[src/mie_pkg.sv]
// ----------------------------------------------------------------------------
// mie_pkg
// operation codes, controller states and shared command/status types
// ----------------------------------------------------------------------------
package mie_pkg;

  typedef enum logic [5:0] {
    OP_NOP = 6'd0, OP_MOVN = 6'd1, OP_MOVZ = 6'd2, OP_MFHI = 6'd3, OP_MFLO = 6'd4,
    OP_LB = 6'd5, OP_LH = 6'd6, OP_LW = 6'd7, OP_SB = 6'd8, OP_SH = 6'd9,
    OP_SW = 6'd10, OP_ADD = 6'd11, OP_ADDU = 6'd12, OP_ADDI = 6'd13,
    OP_ADDIU = 6'd14, OP_SUB = 6'd15, OP_SUBU = 6'd16, OP_MUL = 6'd17,
    OP_MULT = 6'd18, OP_MULTU = 6'd19, OP_DIV = 6'd20, OP_DIVU = 6'd21,
    OP_SLT = 6'd22, OP_SLTU = 6'd23, OP_SLTI = 6'd24, OP_SLTIU = 6'd25,
    OP_AND = 6'd26, OP_ANDI = 6'd27, OP_OR = 6'd28, OP_ORI = 6'd29,
    OP_XOR = 6'd30, OP_XORI = 6'd31, OP_NOR = 6'd32, OP_LUI = 6'd33,
    OP_SLL = 6'd34, OP_SLLV = 6'd35, OP_SRA = 6'd36, OP_SRAV = 6'd37,
    OP_SRL = 6'd38, OP_SRLV = 6'd39, OP_J = 6'd40, OP_JAL = 6'd41,
    OP_BLTZ = 6'd42, OP_BLEZ = 6'd43, OP_BGTZ = 6'd44, OP_BGEZ = 6'd45,
    OP_BEQ = 6'd46, OP_BNE = 6'd47
  } op_t;

  localparam logic [1:0] ST_OK       = 2'd0;
  localparam logic [1:0] ST_OVERFLOW = 2'd1;
  localparam logic [1:0] ST_DIVZERO  = 2'd2;
  localparam logic [1:0] ST_MISALIGN = 2'd3;

  localparam logic [31:0] REGION_MASK = 32'hf000_0000;
  localparam int unsigned DIV_STEPS = 32;

  typedef enum logic [2:0] {
    S_IDLE,    // waiting for a request
    S_READ,    // operands registered, word quotient computed
    S_ADDR,    // word slot settles, memory read
    S_MUL,     // product register settles
    S_DIV,     // one quotient bit a cycle
    S_FINISH,  // state update, result loaded
    S_HOLD     // result waiting for the receiver
  } state_t;

  // controller to datapath
  typedef struct packed {
    logic capture;    // latch request fields
    logic mul_start;  // register operands into the multiplier
    logic div_start;  // load the divider
    logic div_step;   // one divider iteration
    logic finish;     // commit state and load the result
  } cmd_t;

  // datapath to controller
  typedef struct packed {
    logic is_mul;     // MULT or MULTU
    logic is_div;     // DIV or DIVU with a nonzero divisor
    logic div_last;   // final divider iteration this cycle
  } stat_t;

endpackage

[src/mie_ctrl.sv]
// ----------------------------------------------------------------------------
// mie_ctrl
// sequencer for one instruction: read, optional multiply/divide, commit, hold
// ----------------------------------------------------------------------------
module mie_ctrl (
  input  logic            clk,
  input  logic            rst,
  input  logic            in_valid,
  output logic            in_stall,
  output logic            out_valid,
  input  logic            out_stall,
  input  mie_pkg::stat_t  stat,
  output mie_pkg::cmd_t   cmd
);

  mie_pkg::state_t state, state_next;

  // state register
  always_ff @(posedge clk) begin
    if (rst) begin
      state <= mie_pkg::S_IDLE;
    end else begin
      state <= state_next;
    end
  end

  // next state and commands
  always_comb begin
    state_next = state;
    cmd = '0;
    in_stall = 1'b1;
    out_valid = 1'b0;
    case (state)
      mie_pkg::S_IDLE: begin
        in_stall = 1'b0;
        if (in_valid) begin
          cmd.capture = 1'b1;
          state_next = mie_pkg::S_READ;
        end
      end
      mie_pkg::S_READ: state_next = mie_pkg::S_ADDR;
      mie_pkg::S_ADDR: begin
        if (stat.is_mul) begin
          cmd.mul_start = 1'b1;
          state_next = mie_pkg::S_MUL;
        end else if (stat.is_div) begin
          cmd.div_start = 1'b1;
          state_next = mie_pkg::S_DIV;
        end else begin
          state_next = mie_pkg::S_FINISH;
        end
      end
      mie_pkg::S_MUL: state_next = mie_pkg::S_FINISH;
      mie_pkg::S_DIV: begin
        cmd.div_step = 1'b1;
        if (stat.div_last) state_next = mie_pkg::S_FINISH;
      end
      mie_pkg::S_FINISH: begin
        cmd.finish = 1'b1;
        state_next = mie_pkg::S_HOLD;
      end
      mie_pkg::S_HOLD: begin
        out_valid = 1'b1;
        in_stall = out_stall;
        if (!out_stall) begin
          if (in_valid) begin
            cmd.capture = 1'b1;
            state_next = mie_pkg::S_READ;
          end else begin
            state_next = mie_pkg::S_IDLE;
          end
        end
      end
      default: state_next = mie_pkg::S_IDLE;
    endcase
  end

endmodule

[config.mk]
export PLATFORM = sky130hd
export DESIGN_NAME = mie_ctrl
export DESIGN_NICKNAME = d
export VERILOG_FILES = /design/src/mie_pkg.sv /design/src/mie_ctrl.sv
export SDC_FILE = /design/constraint.sdc
export NUM_CORES = 1
export LEC_CHECK = 0
export BUFFER_PORTS_ARGS = -buffer_cell sky130_fd_sc_hd__buf_4
export CAP_MARGIN = 20
export CORE_AREA = 2 2 39 41
export DETAILED_ROUTE_END_ITERATION = 8
export DIE_AREA = 0 0 41 43
export MAX_ROUTING_LAYER = met4
export PLACE_DENSITY_LB_ADDON = 0.12
export RECOVER_POWER = 50
export SYNTH_ARGS = -nofsm -noshare
export SYNTH_HDL_FRONTEND = slang
export SYNTH_SLANG_ARGS = --single-unit
[constraint.sdc]
create_clock -name clk -period 1.35 [get_ports clk]
set_clock_uncertainty 0.1 [all_clocks]
set_input_delay 0 -clock clk [delete_from_list [all_inputs] [get_ports clk]]
set_output_delay 0 -clock clk [all_outputs]
set_load 0.01 [all_outputs]
==> flow_metrics.env, run 1 <==
export IMPL_status="finished clean"
export IMPL_port_buffers=13
export IMPL_synth_area_sq_um=259.0
export IMPL_drv_cap=0
export IMPL_h_tree_depth=1
export IMPL_regMostFlops="state"
export IMPL_drtIter0Drc=0
export IMPL_cp_start_kind="register"
export IMPL_cts_num_sinks=3
export IMPL_reg_top3="state (3)"
export IMPL_crit_fanout=8
export IMPL_grt_start_max_net_pins=11
export IMPL_cts_tree="done"
export IMPL_die_x_microns=41
export IMPL_antenna_found_initial=0
export IMPL_ant_nets=0
export IMPL_clock_latency_ns=0.23
export IMPL_timing_fmax_mhz=761.2
export IMPL_grt_ovfl_total=0
export IMPL_multiInputGateArea_sq_um=176.4
export IMPL_slew_headroom_pct=86.27
export IMPL_cts_root_buf="clkbuf_4"
export IMPL_grt_pass1_wl_microns=1069
export IMPL_vias_per_cell=4.382
export IMPL_cp_arrival_ns=1.21
export IMPL_period_share_pct=97.31
export IMPL_die_height_microns=43
export IMPL_totalPowerFinal_mw=0.3889
export IMPL_synth_seq_area_share_pct=23.19
export IMPL_track_usage_pct=9.044
export IMPL_hold_class="in -> reg"
export IMPL_slew_viol_final=0
export IMPL_ys_flop_type="dfxtp_1"
export IMPL_vdd_drop_max_uv=321.2
export IMPL_numCtsBuffers=3
export IMPL_finalCriticalPeriod_ns=1.314
export IMPL_worstMarginPinSlew_ns=0.2057
export IMPL_layout_drive_gt1_share_pct=40.38
export IMPL_async_flop_share_pct=0
export IMPL_cp_startpoint="state[0]"
export IMPL_cts_reportedPaths_clkPinSlew_ns=0.04
export IMPL_setup_viol=0
export IMPL_fin_cells=68
export IMPL_dr_total_vias=298
export IMPL_synthDistinctLibCells=24
export IMPL_gp_congestion=0.7215
export IMPL_ys_ff_latch=3
export IMPL_place_inst=61
export IMPL_largest_reg_flops=3
export IMPL_dp_hpwl_microns=540.9
export IMPL_cp_required_ns=1.25
export IMPL_hp_start="out_stall"
export IMPL_start_util_pct=18.72
export IMPL_fillers=163
export IMPL_finalNetCount=60
export IMPL_worstSetupPathType="reg -> out"
export IMPL_wl_per_cell_microns=10.10
export IMPL_yosys_warnings=0
export IMPL_fp_dieArea_sq_um=1763
export IMPL_wirelength_microns=687
export IMPL_synth_edff_count=0
export IMPL_hold_viol=0
export IMPL_grt_pass1_vias=285
export IMPL_drc=0
export IMPL_n_antenna_cell=0
export IMPL_powerDensity_nw_per_um2=939.1
export IMPL_syn_num_nets=41
export IMPL_num_rows=14
export IMPL_p_leak_nw=0.1853
export IMPL_synth_cells=34
export IMPL_drtPass1Iterations=1
export IMPL_area_growth_syn_to_layout_pct=59.90
export IMPL_syn_area_per_cell_sq_um=7.618
export IMPL_core_area_sq_um=1384
export IMPL_seq_area_sq_um=66.31
export IMPL_max_clock_path_buffers=2
export IMPL_end_kind="output port"
export IMPL_ios=14
export IMPL_r2r_start="state[2]"
metrics by stage:
step / utilization (%) / hold WS [ns] / worst slack, ns / area (sq um) / TNS [ns]
after floorplan: - / -0.03093 / 0.1922 / 259.0 / 0
after global placement: 26.04 / 0.08326 / 0.1479 / 360.3 / 0
after detailed placement: 26.04 / 0.07983 / 0.1230 / 360.3 / 0
after CTS: 29.57 / 0.06806 / 0.02193 / 409.1 / 0
after global routing: 29.93 / 0.09362 / -0.0001821 / 414.1 / -0.0001821
final: 29.93 / 0.06841 / 0.03628 / 414.1 / 0
path summary, 6_finish.rpt:
kind | slack [ns] | cells after the start | end
setup / recovery | 0.04 | 3 | cmd[2]
hold reg to reg | 0.43 | 2 | state[0]
hold / removal | 0.07 | 4 | state[1]
setup reg to reg | 0.18 | 3 | state[0]
timing repair:
action | CTS | global route
endpoints found under the hold margin | 3 | 0
gates cloned | 0 | 0
hold buffers | 2 | 0
endpoints found under the setup margin | 2 | 5
setup buffers | 0 | 1
gates resized for setup | 2 | 3
routing by layer:
layer	global-route usage, %	up-vias	share of wire (%)
li1	-	155	-
met1	9.936	130	45
met2	14.06	11	47
met3	1.571	2	5.8
met4	6.000	0	2.3
met5	-	-	0
cell usage in the layout (no fill, tap or decap), types with 2 or more instances in the layout:
cell type	synthesis	layout
a21oi_1	2	2
buf_4	0	12
clkbuf_1	0	3
clkbuf_4	0	3
dfxtp_2	0	2
dlygate4sd3_1	0	2
inv_1	2	2
nand2b_1	2	2
nand3_1	2	2
nor2_1	3	3
nor2b_1	2	2
nor3_1	2	2
synth_stat cells (2+ instances only):
master,number,area [sq um]
nor2b_1,2,12.51
nor2_1,3,11.26
a21oi_1,2,10.01
nor3_1,2,10.01
nand3_1,2,10.01
dfxtp_1,3,60.06
inv_1,2,7.510
nand2b_1,2,12.51
cells by family (layout without fill, tap and decap cells):
group | count (synthesis) | count (layout) | share of synthesized area (%)
compound gates | 7 | 7 | 17.88
buf+inv | 4 | 22 | 9.178
flops | 3 | 3 | 23.19
mux | 2 | 2 | 8.212
simple gates | 18 | 18 | 41.55
where the power goes:
| group | switching, mW | leakage (nW) | internal, mW | total (mW) |
|---|---|---|---|---|
| Sequential | 0.0184 | 0.0261 | 0.100 | 0.119 |
| Combinational | 0.0475 | 0.144 | 0.0658 | 0.113 |
| Clock | 0.0464 | 0.0150 | 0.111 | 0.157 |
area by class of cell:
class | count | share of cell area, %
multi-input cells | 27 | 42.60
inverters | 2 | 1.813
well taps | 16 | 4.834
repair buffers | 16 | 28.40
clock buffers | 4 | 6.344
flip-flops and latches | 3 | 16.01
worst max-delay path, cell delays in order (launching register included):
cell	delay, ns
dfxtp_4	0.37
and2b_2	0.25
and4bb_2	0.23
buf_4	0.14
No activity file was read; power rests on OpenSTA's default activity.
==> run 2: changes to the inputs <==
--- a/config.mk
+++ b/config.mk
@@ -6,10 +6,10 @@
 export NUM_CORES = 1
 export LEC_CHECK = 0
 export BUFFER_PORTS_ARGS = -buffer_cell sky130_fd_sc_hd__buf_4
-export CAP_MARGIN = 20
 export CORE_AREA = 2 2 39 41
 export DETAILED_ROUTE_END_ITERATION = 8
 export DIE_AREA = 0 0 41 43
+export HOLD_SLACK_MARGIN = 0.15
 export MAX_ROUTING_LAYER = met4
 export PLACE_DENSITY_LB_ADDON = 0.12
 export RECOVER_POWER = 50
==> run 2 against run 1 <==
Sequential share of layout area is 1.1 points lower. Register-to-register slack hardly changed. Sequential cell count stayed put. Critical path depth stayed put. Core utilization is 2.2 points higher. Clock-buffer cell count stayed put. Largest power group unchanged. Combinational power is 6% higher. Non-clock buffer count is 3 higher. First-iteration DRC count stayed put. Cell count is 4.4% higher. Largest cell class unchanged. Sequential power hardly changed. Highest routed layer unchanged.
==> flow_metrics.env, run 2 (synthesized netlist as in run 1, its figures left out) <==
export IMPL_r2r_start="state[2]"
export IMPL_crit_fanout=8
export IMPL_h_tree_depth=1
export IMPL_regMostFlops="state"
export IMPL_gp_congestion=0.7215
export IMPL_port_buffers=13
export IMPL_core_area_sq_um=1384
export IMPL_final_common_cell="buf_4"
export IMPL_ant_nets=0
export IMPL_cp_startpoint="state[0]"
export IMPL_powerDensity_nw_per_um2=890.6
export IMPL_cp_start_kind="register"
export IMPL_drv_cap=0
export IMPL_grt_ovfl_total=0
export IMPL_numCtsBuffers=3
export IMPL_setup_viol=0
export IMPL_clock_latency_ns=0.23
export IMPL_grt_pass1_wl_microns=1055
export IMPL_hold_viol=0
export IMPL_cts_reportedPaths_clkPinSlew_ns=0.03
export IMPL_max_clock_path_buffers=2
export IMPL_die_x_microns=41
export IMPL_drtIter0Drc=0
export IMPL_ios=14
export IMPL_cp_required_ns=1.25
export IMPL_holdWs_ns=0.1909
export IMPL_hold_class="in -> reg"
export IMPL_p_leak_nw=0.1978
export IMPL_hp_start="stat[1]"
export IMPL_status="finished clean"
export IMPL_r2r_cells=3
export IMPL_drc=0
export IMPL_most_common_layout_cells="buf_4, dlygate4sd3_1, nor2_1, clkbuf_4, clkbuf_1"
export IMPL_cts_tree="done"
export IMPL_dp_hpwl_microns=540.9
export IMPL_finalCriticalPeriod_ns=1.314
export IMPL_vdd_drop_max_uv=321.2
export IMPL_finalNetCount=63
export IMPL_crit_end="cmd[2]"
export IMPL_dr_total_vias=308
export IMPL_slew_viol_final=0
export IMPL_slew_headroom_pct=86.27
export IMPL_reg_top3="state (3)"
export IMPL_totalPowerFinal_mw=0.3956
export IMPL_die_height_microns=43
export IMPL_largest_reg_flops=3
export IMPL_cts_root_buf="clkbuf_4"
export IMPL_area_growth_syn_to_layout_pct=71.50
export IMPL_wl_per_cell_microns=9.746
export IMPL_antenna_found_initial=0
export IMPL_grt_pass1_vias=286
export IMPL_drtPass1Iterations=1
export IMPL_cp_arrival_ns=1.21
export IMPL_pre_cts_ws_ns=0.1230
export IMPL_end_kind="output port"
export IMPL_final_setup_worst_slack_ns=0.03628
export IMPL_layout_drive_gt1_share_pct=38.18
export IMPL_wirelength_microns=692
export IMPL_timing_fmax_mhz=761.2
export IMPL_hold_path_depth=4
export IMPL_r2r_slack_ns=0.18
export IMPL_worstMarginPinSlew_ns=0.2057
export IMPL_period_share_pct=97.31
export IMPL_start_util_pct=18.72
export IMPL_cts_num_sinks=3
export IMPL_final_core_util_pct=32.10
export IMPL_worstSetupPathType="reg -> out"
export IMPL_fillers=160
export IMPL_track_usage_pct=8.941
export IMPL_num_rows=14
export IMPL_grt_start_max_net_pins=11
export IMPL_n_antenna_cell=0
export IMPL_fp_dieArea_sq_um=1763
export IMPL_vias_per_cell=4.338
export IMPL_r2r_end="state[0]"
[run 2: changes by cell type in the layout (fill, tap and decap cells not counted), sizes merged]
cell	before	now
dlygate4sd3	2	5
[run 2: final cells by class]
class	count	area, sq um	share of cell area (%)
Clock buffer	4	26.28	5.915
Tap cell	16	20.02	4.507
Sequential cell	3	66.31	14.93
Multi-Input combinational cell	27	176.4	39.72
Timing Repair Buffer	19	147.6	33.24
Inverter	2	7.507	1.690
[run 2: worst max-delay path, stage by stage, from the launching register on]
cell      delay, ns
dfxtp_4        0.37
and2b_2        0.25
and4bb_2       0.23
buf_4          0.14
[run 2: worst min-delay path by stage]
stage | end | slack, ns
after CTS | state[0] | 0.19
after global routing | state[0] | 0.20
final | state[0] | 0.19
after detailed placement | state[0] | 0.08
after floorplan | state[2] | -0.03
after global placement | state[1] | 0.08
[run 2: repair_timing]
item                                   in CTS  in global routing
pin swaps                                   0                  0
endpoints found under the hold margin       3                  0
setup endpoints to repair                   2                  5
hold buffers                                5                  0
resized for setup                           2                  3
setup buffers                               0                  1
[run 2: routing by layer]
metal | up-vias | wire [microns] | track usage, %
met5 | - | 0 | -
met4 | 0 | 16 | 6.000
met3 | 2 | 39 | 1.571
met2 | 11 | 329 | 14.06
met1 | 134 | 307 | 9.615
li1 | 161 | - | -
[run 2: report_power, final]
| group | internal, mW | total, mW | switching, mW |
|---|---|---|---|
| registers | 0.100 | 0.119 | 0.0184 |
| clock network | 0.111 | 0.157 | 0.0464 |
| logic | 0.0714 | 0.120 | 0.0486 |
[run 2: metrics by stage]
| step | cells | area (sq um) | TNS, ns |
|---|---|---|---|
| CTS | 70 | 439.2 | 0 |
| global route | 71 | 444.2 | -0.0001821 |
| floorplan | 34 | 259.0 | 0 |
| finish | 71 | 444.2 | 0 |
| detailed placement | 61 | 360.3 | 0 |
| global placement | 61 | 360.3 | 0 |
==> run 3: changes to the inputs <==
--- a/config.mk
+++ b/config.mk
@@ -11,7 +11,6 @@
 export DIE_AREA = 0 0 41 43
 export HOLD_SLACK_MARGIN = 0.15
 export MAX_ROUTING_LAYER = met4
-export PLACE_DENSITY_LB_ADDON = 0.12
 export RECOVER_POWER = 50
 export SYNTH_ARGS = -nofsm -noshare
 export SYNTH_HDL_FRONTEND = slang
==> run 3 against run 2 <==
Fmax up 0.59%. Total power fell by 0.36%. Clock-buffer cell count unchanged. Setup slack improved by 0.0077 ns. Sequential power about the same. Largest cell class unchanged.
==> flow_metrics.env, run 3 (synthesized netlist as in run 1, its figures left out) <==
export IMPL_finalCriticalPeriod_ns=1.306
export IMPL_regMostFlops="state"
export IMPL_cts_root_buf="clkbuf_4"
export IMPL_slowest_stage="dfxtp_4"
export IMPL_drc=0
export IMPL_vdd_drop_max_uv=304.6
export IMPL_final_setup_tns_ns=0
export IMPL_placed_cell_area_sq_um=360.3
export IMPL_timing_fmax_mhz=765.7
export IMPL_cts_reportedPaths_clkPinSlew_ns=0.03
export IMPL_cp_start_kind="register"
export IMPL_start_util_pct=18.72
export IMPL_hold_viol=0
export IMPL_powerDensity_nw_per_um2=902.7
export IMPL_num_rows=14
export IMPL_r2r_slack_ns=0.18
export IMPL_multiInputGateArea_sq_um=176.4
export IMPL_max_clock_path_buffers=2
export IMPL_hold_class="in -> reg"
export IMPL_cts_num_sinks=3
export IMPL_port_buffers=13
export IMPL_vias_per_cell=4.343
export IMPL_cp_arrival_ns=1.21
export IMPL_status="finished clean"
export IMPL_slew_headroom_pct=86.53
export IMPL_track_usage_pct=9.754
export IMPL_fp_dieArea_sq_um=1763
export IMPL_dr_total_vias=304
export IMPL_cp_top_family="simple AND/OR/NAND/NOR gates"
export IMPL_drv_cap=0
export IMPL_hold_path_depth=4
export IMPL_drtIter0Drc=1
export IMPL_reg_top3="state (3)"
export IMPL_grt_ovfl_total=0
export IMPL_grt_pass1_vias=313
export IMPL_numCtsBuffers=3
export IMPL_cp_required_ns=1.25
export IMPL_ios=14
export IMPL_n_antenna_cell=0
export IMPL_cts_tree="done"
export IMPL_layout_drive_gt1_share_pct=37.04
export IMPL_p_leak_nw=0.1924
export IMPL_fillers=153
export IMPL_clock_latency_ns=0.24
export IMPL_ant_nets=0
export IMPL_slowest_delay_ns=0.36
export IMPL_seq_area_sq_um=66.31
export IMPL_end_kind="output port"
export IMPL_gp_congestion=0.8054
export IMPL_r2r_cells=3
export IMPL_r2r_end="state[0]"
export IMPL_largest_reg_flops=3
export IMPL_hp_start="stat[1]"
export IMPL_wl_per_cell_microns=9.543
export IMPL_h_tree_depth=1
export IMPL_antenna_found_initial=0
export IMPL_setup_viol=0
export IMPL_worstSetupPathType="reg -> out"
export IMPL_fin_area_sq_um=436.7
export IMPL_post_cts_buffers=0
export IMPL_die_height_microns=43
export IMPL_path_buf_inv=1
export IMPL_core_area_sq_um=1384
export IMPL_period_share_pct=96.74
export IMPL_r2r_start="state[2]"
export IMPL_grt_setup_unrepaired="no"
export IMPL_cp_cell_sequence="and2b_2, and4bb_2, buf_4"
export IMPL_crit_fanout=8
export IMPL_finalNetCount=62
export IMPL_final_common_cell="buf_4"
export IMPL_slew_viol_final=0
export IMPL_area_growth_syn_to_layout_pct=68.60
export IMPL_most_common_layout_cells="buf_4, dlygate4sd3_1, nor2_1, clkbuf_4, clkbuf_1"
export IMPL_die_x_microns=41
export IMPL_grt_start_max_net_pins=11
export IMPL_wirelength_microns=668
export IMPL_whs_endpoint="state[0]"
export IMPL_drtPass1Iterations=2
export IMPL_worstMarginPinSlew_ns=0.2018
export IMPL_grt_pass1_wl_microns=1110
==> run 3: changes by cell type in the layout (fill, tap and decap cells not counted), sizes merged <==
cell  previous run  this run
buf             12        11
==> run 3: stage by stage <==
stage               worst slack, ns  cells  utilization, %  total power [mW]  hold slack, ns
floorplan                    0.1922     34               -            0.1777        -0.03093
global placement             0.1492     61           26.04            0.2218         0.08703
detailed placement           0.1333     61           26.04            0.2221         0.08702
CTS                         0.03367     70           31.74            0.4021          0.2022
global route               0.001282     70           31.56            0.4221          0.2530
finish                      0.04401     70           31.56            0.3942          0.1873
==> run 3: power breakdown <==
group          switching (mW)  internal, mW  leakage [nW]
combinational          0.0467        0.0684         0.151
clock                  0.0508         0.111        0.0150
sequential             0.0171         0.100        0.0261
total                   0.115         0.280         0.192
==> run 3: layout make-up <==
cell class | instances | share of cell area, %
clock buffers | 4 | 6.017
inverters | 2 | 1.719
multi-input cells | 27 | 40.40
flip-flops and latches | 3 | 15.19
well taps | 16 | 4.585
repair buffers | 18 | 32.09
==> run 3: how the worst max path moves through the flow <==
stage	startpoint	endpoint	slack (ns)	cells after the start
final	state[0]	cmd[2]	0.04	3
after CTS	state[0]	cmd[2]	0.03	3
after floorplan	state[2]	state[0]	0.19	4
after detailed placement	state[2]	state[1]	0.13	3
after global routing	state[0]	cmd[2]	0.001	3
after global placement	state[2]	state[0]	0.15	3
==> run 3: worst reg2reg max path, stage by stage (launching register included) <==
cell and delay, ns:
dfxtp_2 0.35, or3b_1 0.38, o211ai_1 0.12, a31oi_1 0.10
==> run 3: per-layer routing <==
metal	GRT usage [%]	routed length, microns
met2	14.69	346
met1	9.585	270
met5	-	0
met3	1.571	32
met4	10.00	19
==> run 3: repair_timing <==
action                     CTS  global route
setup endpoints to repair    1             6
hold buffers                 5             0
pin swaps                    0             0
hold endpoints to repair     3             0
gates resized for setup      2             3
